**config.mk**
```make
export PLATFORM = sky130hd
export DESIGN_NAME = timer_table_manager_unit
export DESIGN_NICKNAME = d
export VERILOG_FILES = /design/src/hdl/ttm_pkg.sv /design/src/hdl/timer_table_manager_unit.sv /design/src/hdl/ttm_ram.sv /design/src/hdl/ttm_out_buf.sv /design/src/hdl/ttm_ctrl.sv
export SDC_FILE = /design/constraint.sdc
export NUM_CORES = 2
export LEC_CHECK = 0
export BUFFER_PORTS_ARGS = -buffer_cell sky130_fd_sc_hd__buf_2
export CAP_MARGIN = 10
export CORE_ASPECT_RATIO = 1.5
export CORE_UTILIZATION = 40
export CTS_CLUSTER_DIAMETER = 30
export DETAILED_ROUTE_END_ITERATION = 10
export PLACE_DENSITY = 0.54
export SLEW_MARGIN = 20
export SYNTH_ARGS = -nofsm -noshare
export SYNTH_HDL_FRONTEND = slang
export SYNTH_HIERARCHICAL = 1
export SYNTH_SLANG_ARGS = --single-unit
```
**constraint.sdc**
```tcl
create_clock -name clk -period 11.95 [get_ports clk]
set_input_delay 2.39 -clock clk [delete_from_list [all_inputs] [get_ports clk]]
set_output_delay 2.39 -clock clk [all_outputs]
set_load 0.005 [all_outputs]
```
**src/hdl/ttm_pkg.sv**
```systemverilog
`timescale 1ns / 1ps
// Shared types, widths and codes for the timer table manager.
// No dependencies; every other file of the block but ttm_ram imports this package.
package ttm_pkg;

  localparam int TIMER_SLOTS = 16;
  localparam int SLOT_AW     = $clog2(TIMER_SLOTS);
  localparam int SLOT_CW     = $clog2(TIMER_SLOTS + 1);

  localparam int ID_W    = 32;
  localparam int TIME_W  = 48;
  localparam int AMT_W   = 24;
  localparam int KIND_W  = 3;
  localparam int ENTRY_W = TIME_W + ID_W;

  localparam logic [1:0] OP_REGISTER = 2'd0;
  localparam logic [1:0] OP_CANCEL   = 2'd1;
  localparam logic [1:0] OP_EXTEND   = 2'd2;
  localparam logic [1:0] OP_TICK     = 2'd3;

  localparam logic [KIND_W-1:0] KIND_REGISTER = 3'd0;
  localparam logic [KIND_W-1:0] KIND_CANCEL   = 3'd1;
  localparam logic [KIND_W-1:0] KIND_EXTEND   = 3'd2;
  localparam logic [KIND_W-1:0] KIND_FIRE     = 3'd3;
  localparam logic [KIND_W-1:0] KIND_DONE     = 3'd4;

  typedef struct packed {
    logic [KIND_W-1:0] kind;
    logic [ID_W-1:0]   id;
    logic              ok;
    logic              last;
  } res_t;

  // Sum of two times, clamped at the largest representable time.
  function automatic logic [TIME_W-1:0] sat_add(input logic [TIME_W-1:0] a,
                                                input logic [TIME_W-1:0] b);
    logic [TIME_W:0] s;
    s = {1'b0, a} + {1'b0, b};
    return s[TIME_W] ? {TIME_W{1'b1}} : s[TIME_W-1:0];
  endfunction

endpackage

```
**src/hdl/timer_table_manager_unit.sv**
```systemverilog
// Timer table manager: a table of one-shot timers with an internal ms clock.
// Input channel (in_valid/in_stall) takes one command word: register, cancel,
// extend or tick. Each command gives one reply word on the result channel
// (out_valid/out_stall); a tick gives one fired word per expired timer,
// earliest first, then a tick-done word with out_last set.
// Slot ids and expiry times live in one synchronous RAM (TIMER_SLOTS deep,
// one read and one write port); the live bits are flops. Every search walks
// the table one slot per cycle: the register search over the live bits, the
// cancel, extend and tick scans over the RAM.
// One command is in work at a time; in_stall is high until its last word has
// been placed in the output register, so the next command can enter while
// that word still waits to be taken. A stalled receiver holds the output
// register and pauses the sequencer at its next result.
// Reset (rst_n low, synchronous) clears the live bits, id counter and clock
// at once; there is no clearing pass, since the RAM data of a slot is only
// used while its live bit is set.
`timescale 1ns / 1ps
// Depends on ttm_pkg, ttm_ram, ttm_out_buf and ttm_ctrl.
module timer_table_manager_unit
  import ttm_pkg::*;
(
  input  logic              clk,
  input  logic              rst_n,
  input  logic              in_valid,
  output logic              in_stall,
  input  logic [1:0]        in_opcode,
  input  logic [ID_W-1:0]   in_timer_id,
  input  logic [AMT_W-1:0]  in_amount_ms,
  output logic              out_valid,
  input  logic              out_stall,
  output logic [KIND_W-1:0] out_kind,
  output logic [ID_W-1:0]   out_result_id,
  output logic              out_ok,
  output logic              out_last
);

  logic               ram_we;
  logic [SLOT_AW-1:0] ram_waddr;
  logic [ENTRY_W-1:0] ram_wdata;
  logic [SLOT_AW-1:0] ram_raddr;
  logic [ENTRY_W-1:0] ram_rdata;
  logic               res_push;
  res_t               res;
  logic               res_free;

  ttm_ram #(
    .WIDTH(ENTRY_W),
    .DEPTH(TIMER_SLOTS)
  ) u_slot_ram (
    .clk   (clk),
    .we    (ram_we),
    .waddr (ram_waddr),
    .wdata (ram_wdata),
    .raddr (ram_raddr),
    .rdata (ram_rdata)
  );

  ttm_ctrl u_ctrl (
    .clk          (clk),
    .rst_n        (rst_n),
    .in_valid     (in_valid),
    .in_stall     (in_stall),
    .in_opcode    (in_opcode),
    .in_timer_id  (in_timer_id),
    .in_amount_ms (in_amount_ms),
    .ram_we       (ram_we),
    .ram_waddr    (ram_waddr),
    .ram_wdata    (ram_wdata),
    .ram_raddr    (ram_raddr),
    .ram_rdata    (ram_rdata),
    .res_push     (res_push),
    .res          (res),
    .res_free     (res_free)
  );

  ttm_out_buf u_out_buf (
    .clk           (clk),
    .rst_n         (rst_n),
    .push          (res_push),
    .res           (res),
    .free          (res_free),
    .out_valid     (out_valid),
    .out_stall     (out_stall),
    .out_kind      (out_kind),
    .out_result_id (out_result_id),
    .out_ok        (out_ok),
    .out_last      (out_last)
  );

`ifndef SYNTH
  // An accepted command always keeps the sequencer busy for the next cycle.
  a_busy_after_accept: assert property (@(posedge clk) disable iff (!rst_n)
    (in_valid && !in_stall) |=> in_stall)
    else $error("input accepted twice in a row");

  // Only fired words leave last clear; every other kind closes its command.
  a_last_kind: assert property (@(posedge clk) disable iff (!rst_n)
    out_valid |-> ((out_kind == KIND_FIRE) != out_last))
    else $error("last flag does not match result kind");

  // Fired and tick-done words always report success.
  a_tick_ok: assert property (@(posedge clk) disable iff (!rst_n)
    (out_valid && (out_kind == KIND_FIRE || out_kind == KIND_DONE)) |-> out_ok)
    else $error("tick result without ok");
`endif

endmodule

```
**src/hdl/ttm_ram.sv**
```systemverilog
`timescale 1ns / 1ps
// Generic single-write, single-read synchronous RAM with registered read data.
// No dependencies.
module ttm_ram #(
  parameter int WIDTH = 8,
  parameter int DEPTH = 16
) (
  input  logic                     clk,
  input  logic                     we,
  input  logic [$clog2(DEPTH)-1:0] waddr,
  input  logic [WIDTH-1:0]         wdata,
  input  logic [$clog2(DEPTH)-1:0] raddr,
  output logic [WIDTH-1:0]         rdata
);

  logic [WIDTH-1:0] mem [DEPTH];
  logic [WIDTH-1:0] rdata_r;

  always_ff @(posedge clk) begin
    if (we) begin
      mem[waddr] <= wdata;
    end
    rdata_r <= mem[raddr];
  end

  assign rdata = rdata_r;

endmodule

```
**src/hdl/ttm_out_buf.sv**
```systemverilog
`timescale 1ns / 1ps
// Output register of the result channel: holds one result word until taken.
// Depends on ttm_pkg for the result type.
module ttm_out_buf
  import ttm_pkg::*;
(
  input  logic              clk,
  input  logic              rst_n,
  input  logic              push,
  input  res_t              res,
  output logic              free,
  output logic              out_valid,
  input  logic              out_stall,
  output logic [KIND_W-1:0] out_kind,
  output logic [ID_W-1:0]   out_result_id,
  output logic              out_ok,
  output logic              out_last
);

  logic vld_r;
  logic vld_nxt;
  res_t data_r;

  assign free = !vld_r || !out_stall;

  always_comb begin
    vld_nxt = vld_r;
    if (push) begin
      vld_nxt = 1'b1;
    end else if (!out_stall) begin
      vld_nxt = 1'b0;
    end
  end

  always_ff @(posedge clk) begin
    if (!rst_n) begin
      vld_r <= 1'b0;
    end else begin
      vld_r <= vld_nxt;
    end
  end

  always_ff @(posedge clk) begin
    if (push) begin
      data_r <= res;
    end
  end

  assign out_valid     = vld_r;
  assign out_kind      = data_r.kind;
  assign out_result_id = data_r.id;
  assign out_ok        = data_r.ok;
  assign out_last      = data_r.last;

endmodule

```
**src/hdl/ttm_ctrl.sv**
```systemverilog
`timescale 1ns / 1ps
// Sequencer of the timer table: live bits, id counter, clock and slot scans.
// Depends on ttm_pkg; drives the slot RAM and the output register.
module ttm_ctrl
  import ttm_pkg::*;
(
  input  logic               clk,
  input  logic               rst_n,
  input  logic               in_valid,
  output logic               in_stall,
  input  logic [1:0]         in_opcode,
  input  logic [ID_W-1:0]    in_timer_id,
  input  logic [AMT_W-1:0]   in_amount_ms,
  output logic               ram_we,
  output logic [SLOT_AW-1:0] ram_waddr,
  output logic [ENTRY_W-1:0] ram_wdata,
  output logic [SLOT_AW-1:0] ram_raddr,
  input  logic [ENTRY_W-1:0] ram_rdata,
  output logic               res_push,
  output res_t               res,
  input  logic               res_free
);

  localparam logic [2:0] ST_IDLE    = 3'd0;
  localparam logic [2:0] ST_REG     = 3'd1;
  localparam logic [2:0] ST_CE_SCAN = 3'd2;
  localparam logic [2:0] ST_CE_ACT  = 3'd3;
  localparam logic [2:0] ST_TICK    = 3'd4;
  localparam logic [2:0] ST_EMIT    = 3'd5;

  logic [2:0]             state_r, state_nxt;
  logic [2:0]             ret_r, ret_nxt;
  logic [TIMER_SLOTS-1:0] live_r, live_nxt;
  logic [ID_W-1:0]        id_cnt_r, id_cnt_nxt;
  logic [TIME_W-1:0]      now_r, now_nxt;
  logic [SLOT_CW-1:0]     cnt_r, cnt_nxt;
  logic                   rd_vld_r, rd_vld_nxt;
  logic [SLOT_AW-1:0]     rd_idx_r, rd_idx_nxt;
  logic                   best_vld_r, best_vld_nxt;
  logic [SLOT_AW-1:0]     best_idx_r, best_idx_nxt;
  logic [TIME_W-1:0]      best_exp_r, best_exp_nxt;
  logic [ID_W-1:0]        best_id_r, best_id_nxt;
  logic [SLOT_AW-1:0]     hit_idx_r, hit_idx_nxt;
  logic [TIME_W-1:0]      hit_exp_r, hit_exp_nxt;
  logic [1:0]             op_r, op_nxt;
  logic [ID_W-1:0]        tid_r, tid_nxt;
  logic [AMT_W-1:0]       amt_r, amt_nxt;
  res_t                   res_r, res_nxt;

  logic [SLOT_AW-1:0] scan_idx;
  logic               cnt_end;
  logic [TIME_W-1:0]  rd_exp;
  logic [ID_W-1:0]    rd_id;
  logic [TIME_W-1:0]  amt_ext;
  logic               ce_hit;
  logic               tick_cand;
  logic               tick_better;
  logic [KIND_W-1:0]  ce_kind;

  assign scan_idx    = cnt_r[SLOT_AW-1:0];
  assign cnt_end     = (cnt_r == SLOT_CW'(TIMER_SLOTS));
  assign rd_exp      = ram_rdata[ENTRY_W-1:ID_W];
  assign rd_id       = ram_rdata[ID_W-1:0];
  assign amt_ext     = {{(TIME_W-AMT_W){1'b0}}, amt_r};
  assign ce_hit      = rd_vld_r && live_r[rd_idx_r] && (rd_id == tid_r);
  assign tick_cand   = rd_vld_r && live_r[rd_idx_r] && (rd_exp <= now_r);
  // Earlier expiry wins, then lower id; a full tie keeps the lower slot.
  assign tick_better = !best_vld_r || ({rd_exp, rd_id} < {best_exp_r, best_id_r});
  assign ce_kind     = (op_r == OP_CANCEL) ? KIND_CANCEL : KIND_EXTEND;

  assign in_stall  = (state_r != ST_IDLE);
  assign ram_raddr = scan_idx;
  assign res       = res_r;

  always_comb begin
    state_nxt    = state_r;
    ret_nxt      = ret_r;
    live_nxt     = live_r;
    id_cnt_nxt   = id_cnt_r;
    now_nxt      = now_r;
    cnt_nxt      = cnt_r;
    rd_vld_nxt   = 1'b0;
    rd_idx_nxt   = rd_idx_r;
    best_vld_nxt = best_vld_r;
    best_idx_nxt = best_idx_r;
    best_exp_nxt = best_exp_r;
    best_id_nxt  = best_id_r;
    hit_idx_nxt  = hit_idx_r;
    hit_exp_nxt  = hit_exp_r;
    op_nxt       = op_r;
    tid_nxt      = tid_r;
    amt_nxt      = amt_r;
    res_nxt      = res_r;
    ram_we       = 1'b0;
    ram_waddr    = scan_idx;
    ram_wdata    = '0;
    res_push     = 1'b0;

    unique case (state_r)
      ST_IDLE: begin
        if (in_valid) begin
          op_nxt       = in_opcode;
          tid_nxt      = in_timer_id;
          amt_nxt      = in_amount_ms;
          cnt_nxt      = '0;
          best_vld_nxt = 1'b0;
          unique case (in_opcode)
            OP_REGISTER: state_nxt = ST_REG;
            OP_CANCEL,
            OP_EXTEND:   state_nxt = ST_CE_SCAN;
            OP_TICK: begin
              now_nxt   = sat_add(now_r, {{(TIME_W-AMT_W){1'b0}}, in_amount_ms});
              state_nxt = ST_TICK;
            end
            default: state_nxt = ST_IDLE;
          endcase
        end
      end

      // Live bits sit in flops, so the free-slot search reads one per cycle.
      ST_REG: begin
        if (cnt_end) begin
          res_nxt   = '{kind: KIND_REGISTER, id: '0, ok: 1'b0, last: 1'b1};
          ret_nxt   = ST_IDLE;
          state_nxt = ST_EMIT;
        end else if (!live_r[scan_idx]) begin
          ram_we             = 1'b1;
          ram_waddr          = scan_idx;
          ram_wdata          = {sat_add(now_r, amt_ext), id_cnt_r + ID_W'(1)};
          live_nxt[scan_idx] = 1'b1;
          id_cnt_nxt         = id_cnt_r + ID_W'(1);
          res_nxt   = '{kind: KIND_REGISTER, id: id_cnt_r + ID_W'(1), ok: 1'b1,
                        last: 1'b1};
          ret_nxt   = ST_IDLE;
          state_nxt = ST_EMIT;
        end else begin
          cnt_nxt = cnt_r + SLOT_CW'(1);
        end
      end

      ST_CE_SCAN: begin
        if (ce_hit) begin
          hit_idx_nxt = rd_idx_r;
          hit_exp_nxt = rd_exp;
          state_nxt   = ST_CE_ACT;
        end else if (cnt_end && !rd_vld_r) begin
          res_nxt   = '{kind: ce_kind, id: tid_r, ok: 1'b0, last: 1'b1};
          ret_nxt   = ST_IDLE;
          state_nxt = ST_EMIT;
        end else if (!cnt_end) begin
          rd_vld_nxt = 1'b1;
          rd_idx_nxt = scan_idx;
          cnt_nxt    = cnt_r + SLOT_CW'(1);
        end
      end

      ST_CE_ACT: begin
        if (op_r == OP_EXTEND) begin
          ram_we    = 1'b1;
          ram_waddr = hit_idx_r;
          ram_wdata = {sat_add(hit_exp_r, amt_ext), tid_r};
        end else begin
          live_nxt[hit_idx_r] = 1'b0;
        end
        res_nxt   = '{kind: ce_kind, id: tid_r, ok: 1'b1, last: 1'b1};
        ret_nxt   = ST_IDLE;
        state_nxt = ST_EMIT;
      end

      // One full pass over the table per fired timer, then a last empty pass.
      ST_TICK: begin
        if (tick_cand && tick_better) begin
          best_vld_nxt = 1'b1;
          best_idx_nxt = rd_idx_r;
          best_exp_nxt = rd_exp;
          best_id_nxt  = rd_id;
        end
        if (cnt_end && !rd_vld_r) begin
          if (best_vld_r) begin
            live_nxt[best_idx_r] = 1'b0;
            res_nxt      = '{kind: KIND_FIRE, id: best_id_r, ok: 1'b1, last: 1'b0};
            ret_nxt      = ST_TICK;
            cnt_nxt      = '0;
            best_vld_nxt = 1'b0;
          end else begin
            res_nxt = '{kind: KIND_DONE, id: '0, ok: 1'b1, last: 1'b1};
            ret_nxt = ST_IDLE;
          end
          state_nxt = ST_EMIT;
        end else if (!cnt_end) begin
          rd_vld_nxt = 1'b1;
          rd_idx_nxt = scan_idx;
          cnt_nxt    = cnt_r + SLOT_CW'(1);
        end
      end

      ST_EMIT: begin
        if (res_free) begin
          res_push  = 1'b1;
          state_nxt = ret_r;
        end
      end

      default: state_nxt = ST_IDLE;
    endcase
  end

  always_ff @(posedge clk) begin
    if (!rst_n) begin
      state_r    <= ST_IDLE;
      ret_r      <= ST_IDLE;
      live_r     <= '0;
      id_cnt_r   <= '0;
      now_r      <= '0;
      cnt_r      <= '0;
      rd_vld_r   <= 1'b0;
      best_vld_r <= 1'b0;
    end else begin
      state_r    <= state_nxt;
      ret_r      <= ret_nxt;
      live_r     <= live_nxt;
      id_cnt_r   <= id_cnt_nxt;
      now_r      <= now_nxt;
      cnt_r      <= cnt_nxt;
      rd_vld_r   <= rd_vld_nxt;
      best_vld_r <= best_vld_nxt;
    end
  end

  always_ff @(posedge clk) begin
    rd_idx_r   <= rd_idx_nxt;
    best_idx_r <= best_idx_nxt;
    best_exp_r <= best_exp_nxt;
    best_id_r  <= best_id_nxt;
    hit_idx_r  <= hit_idx_nxt;
    hit_exp_r  <= hit_exp_nxt;
    op_r       <= op_nxt;
    tid_r      <= tid_nxt;
    amt_r      <= amt_nxt;
    res_r      <= res_nxt;
  end

endmodule
```
==> results.txt <==
----------------------------------------------------
[Timing]
  Setup repair after global routing missed its margin ... false
  Worst setup margin ... around 5900 ps
  Final-report max-slew violation count ... 0
  Worst-case headroom to the max-slew limit ... a little under a quarter
  Measured slew at the worst slew-check pin ... 1140 ps
  Crit path time final ... around 6000 ps
  Setup-violating endpoint count in the final report ... 0
  Max frequency ... around 170 MHz
  Setup_tns ... 0 ps
  Worst hold slack across all endpoints ... 408 ps
  Crit share post-route ... between 50% and 60%
  Maximum clock skew at final layout ... roughly 53 ps
  Hold violation count in the final report ... 0

[Synthesis]
  Average footprint of a synthesized cell ... about 16 sq um
  Total number of yosys warnings ... 6
  Netlist area before placement ... between 0.07 and 0.08 sq mm
  Proportion of register bits with asynchronous set or reset after synthesis ... 0%
  Distinct cells, synth ... 88
  Sequential-to-total area share from yosys stat ... between 60 and 70%
  Most used flip-flop cell after synthesis ... sky130_fd_sc_hd__edfxtp_1
  Count of flip-flops with a built-in enable after synthesis ... between 1500 and 2000
  Synthesized flop and latch total ... roughly 1700
  Mapped Nets ... 4739
  Cell count after synthesis ... between 4000 and 5000

[Worst setup path]
  Required time at the worst-slack endpoint ... between 10000 and 15000 ps
  Endpoint of the lowest-slack register-to-register path ... u_slot_ram/mem[11][17]$_DFFE_PP_
  Crit path arrival time ... around 6400 ps
  R2r startpoint ... u_ctrl/state_r[1]$_SDFFE_PN0P_
  Flop-to-flop setup slack ... ~6000 ps
  Critical path type ... reg2reg
  Worst setup SP type ... register
  Maximum fanout along the worst path ... 36
  Worst-case reg-to-reg path depth ... 10
  Endpoint class of the critical path ... register

[Die]
  Full die area ... approximately 0.18 sq mm
  Die X-Extent ... 351 um
  Core area ... approximately 0.18 sq mm
  Effective utilization at floorplan ... 40.3%
  Die height ... 525 um
  Number of rows in the core area ... approximately 190
  Top Ports ... 101

[Cells and area]
  Layout cells sized above 1 ... a little over a fifth
  Most frequent cells in the layout ... 1552 x sky130_fd_sc_hd__edfxtp_1, 326 x sky130_fd_sc_hd__mux4_2, 285 x sky130_fd_sc_hd__nand2_1
  Most frequent standard cell in the layout excluding fill and tap cells ... sky130_fd_sc_hd__edfxtp_1
  Post-route insts no fill ... around 7400
  Final layout net count ... 5030
  Fill cell count ... 15400
  Area overhead of the layout relative to synthesis ... 17.6%

[Routing]
  Residual DRC count ... 0
  Vias per cell ... 5.69
  Iteration-0 DRC Markers ... 3493
  Length of the first detailed-routing pass in iterations ... 6
  WL per Instance ... ~26 um
  DRT Wirelength ... around 200000 um
  Count of vias placed by the detailed router ... between 40000 and 50000
  Number of antenna-violating nets in the routed design ... 0

[Placed design]
  GPL Wtd Cong ... about 0.91
  DPL Wire Length ... about 120000 um
  Pre-CTS setup slack ... 5770 ps
  Buffers added on ports ... 100
  Inst Count DP ... roughly 7000

[Clock network]
  Hold_buf cts ... 0
  # resized after CTS ... 0
  CTS tree ... yes
  Sink Count ... 1740
  Buffer count from post-CTS setup fixing ... 0
  Buffer cell driving the clock tree root ... sky130_fd_sc_hd__clkbuf_16
  Worst-Skew Late Latency ... between 800 and 900 ps
  Clock transition at path regs ... 50 ps
  Clk buf depth ... 4
  H-tree depth ... 5
  Cts bufs inserted ... 269

[Worst hold path]
  Endpoint of the worst hold-timing path ... u_out_buf/out_result_id[12]$_DFFE_PP_
  Launch point of the worst hold path ... u_ctrl/res[14]$_DFFE_PP_
  Number of cells on the worst hold path ... 0
  Type of the most critical hold path ... reg2reg

[Power]
  Power density relative to cell area ... around 190 mW/mm^2
  Leakage power summed over all cells ... about 30 nW
  Worst vdd ir ... around 150 uV

[Global routing]
  Tot GR Track Use ... a little over a fifth
  Largest net degree at the start of global routing ... roughly 140
  Number of antenna violations at the first check in global routing ... 17
  First-pass GRT wire length ... roughly 290000 um
  Via count of the first global-routing pass ... 43700
  Congestion Overflow GR ... 0

[Run status]
  Run status ... finished, final reports clean

[Run]
  Count of max-cap constraint violations ... 0

----------------------------------------------------
layer usage:
| metal | track usage (%) | share of wire, % | vias to the layer above |
|---|---|---|---|
| li1 | - | - | 18500 |
| met1 | 28.2 | 42 | 21800 |
| met2 | 35.4 | 50 | 1329 |
| met3 | 2.88 | 5.4 | 331 |
| met4 | 7.35 | 2.9 | 0 |
| met5 | 0 | 0 | - |
cells by family after synthesis:
kind of cell	Yosys count	synth area share, %
adder cells (fa/ha/maj)	210	3.63
flip-flops	1740	69.0
multiplexers	333	10.2
AND/OR/NAND/NOR	789	5.17
XOR/XNOR	143	1.72
buffers and inverters	368	2.21
AO/OA/AOI/OAI	884	8.02
worst max-delay path by stage:
| stage | cells past startpoint | endpoint | slack (ps) | start |
|---|---|---|---|---|
| floorplan | 10 | u_slot_ram/mem[0][0]$_DFFE_PP_ | 3010 | u_ctrl/cnt_r[0]$_SDFFE_PN0P_ |
| global placement | 13 | u_ctrl/now_r[31]$_SDFFE_PN0P_ | 5760 | in_amount_ms[0] |
| detailed placement | 13 | u_ctrl/now_r[31]$_SDFFE_PN0P_ | 5770 | in_amount_ms[0] |
| CTS | 9 | u_slot_ram/mem[9][17]$_DFFE_PP_ | 5950 | u_ctrl/cnt_r[0]$_SDFFE_PN0P_ |
| global route | 10 | u_slot_ram/mem[11][17]$_DFFE_PP_ | 5630 | u_ctrl/state_r[1]$_SDFFE_PN0P_ |
| finish | 10 | u_slot_ram/mem[11][17]$_DFFE_PP_ | 5910 | u_ctrl/state_r[1]$_SDFFE_PN0P_ |
flip-flops by register name, indices dropped and copies added, names as in the netlist, 16 cells and up:
| register | cells |
|---|---|
| u_ctrl/amt_r | 24 |
| u_ctrl/hit_exp_r | 48 |
| u_ctrl/best_exp_r | 48 |
| u_out_buf/out_result_id | 32 |
| u_ctrl/res | 37 |
| u_ctrl/live_r | 16 |
| u_ctrl/now_r | 48 |
| u_slot_ram/rdata | 80 |
| u_ctrl/best_id_r | 32 |
| u_slot_ram/mem | 1280 |
| u_ctrl/tid_r | 32 |
| u_ctrl/id_cnt_r | 32 |
where the power goes:
| part | internal (mW) | switching, mW | total [mW] | leakage, nW |
|---|---|---|---|---|
| clock network | 4.96 | 2.86 | 7.82 | 4.38 |
| logic | 0.540 | 0.741 | 1.28 | 8.94 |
| registers | 6.73 | 0.145 | 6.88 | 16.9 |
critical path, stage by stage, from the launching register on:
cell and delay [ps]:
sky130_fd_sc_hd__dfxtp_1 660, sky130_fd_sc_hd__nor2b_4 910, sky130_fd_sc_hd__nand2_1 330, sky130_fd_sc_hd__nor3b_2 250
sky130_fd_sc_hd__buf_4 450, sky130_fd_sc_hd__nand2_1 100, sky130_fd_sc_hd__o21ai_0 380, sky130_fd_sc_hd__nand2_1 460
sky130_fd_sc_hd__nor2_4 670, sky130_fd_sc_hd__buf_4 630, sky130_fd_sc_hd__buf_4 650
synth_stat cells, types with 10 or more instances:
| cell type | n | area [sq um] |
|---|---|---|
| sky130_fd_sc_hd__o21ai_0 | 211 | 1060 |
| sky130_fd_sc_hd__a21oi_1 | 152 | 761 |
| sky130_fd_sc_hd__a21o_1 | 88 | 661 |
| sky130_fd_sc_hd__mux4_2 | 326 | 7340 |
| sky130_fd_sc_hd__dfxtp_1 | 188 | 3760 |
| sky130_fd_sc_hd__buf_1 | 31 | 116 |
| sky130_fd_sc_hd__and2_1 | 17 | 106 |
| sky130_fd_sc_hd__nor4_1 | 20 | 125 |
| sky130_fd_sc_hd__a311oi_1 | 12 | 105 |
| sky130_fd_sc_hd__o211ai_1 | 16 | 120 |
| sky130_fd_sc_hd__nand4_1 | 48 | 300 |
| sky130_fd_sc_hd__nand2b_1 | 21 | 131 |
| sky130_fd_sc_hd__nor3_1 | 55 | 275 |
| sky130_fd_sc_hd__edfxtp_1 | 1552 | 46600 |
| sky130_fd_sc_hd__o21a_1 | 13 | 97.6 |
| sky130_fd_sc_hd__inv_1 | 161 | 604 |
| sky130_fd_sc_hd__nor2b_1 | 27 | 169 |
| sky130_fd_sc_hd__clkbuf_1 | 116 | 435 |
| sky130_fd_sc_hd__a31oi_1 | 35 | 219 |
| sky130_fd_sc_hd__a211oi_1 | 16 | 120 |
| sky130_fd_sc_hd__o31ai_1 | 17 | 128 |
| sky130_fd_sc_hd__buf_6 | 17 | 191 |
| sky130_fd_sc_hd__buf_4 | 10 | 75.1 |
| sky130_fd_sc_hd__nand3_1 | 68 | 340 |
| sky130_fd_sc_hd__a22oi_1 | 199 | 1490 |
| sky130_fd_sc_hd__o22ai_1 | 16 | 100 |
| sky130_fd_sc_hd__and3_1 | 32 | 200 |
| sky130_fd_sc_hd__buf_2 | 27 | 135 |
| sky130_fd_sc_hd__xnor2_1 | 90 | 788 |
| sky130_fd_sc_hd__ha_1 | 207 | 2590 |
| sky130_fd_sc_hd__or3_1 | 21 | 131 |
| sky130_fd_sc_hd__xor2_1 | 53 | 464 |
| sky130_fd_sc_hd__nand2_1 | 285 | 1070 |
| sky130_fd_sc_hd__nor2_1 | 149 | 559 |
| sky130_fd_sc_hd__a221oi_1 | 21 | 184 |
| sky130_fd_sc_hd__o221ai_1 | 12 | 105 |
cell type report:
class	instances	area, sq um	share of cell area, %
clock inverter	163	1870	2.18
sequential	1740	50400	58.7
multi-input combinational	2359	21300	24.8
timing repair buffer	225	1460	1.71
tap	2412	3020	3.52
clock buffer	318	7210	8.39
inverter	163	612	0.713
antenna	8	20.0	0.0233
through the flow:
stage                     cell area (sq um)  power, mW  util [%]
after detailed placement              76700       8.29      42.4
after CTS                             85800       16.1      47.4
final                                 85800       16.0      47.5
after global placement                76700       8.29      42.4
after global routing                  85800       16.5      47.5
after floorplan                       73000       7.88         -
Note: power is estimated with default switching activity, not from simulation.
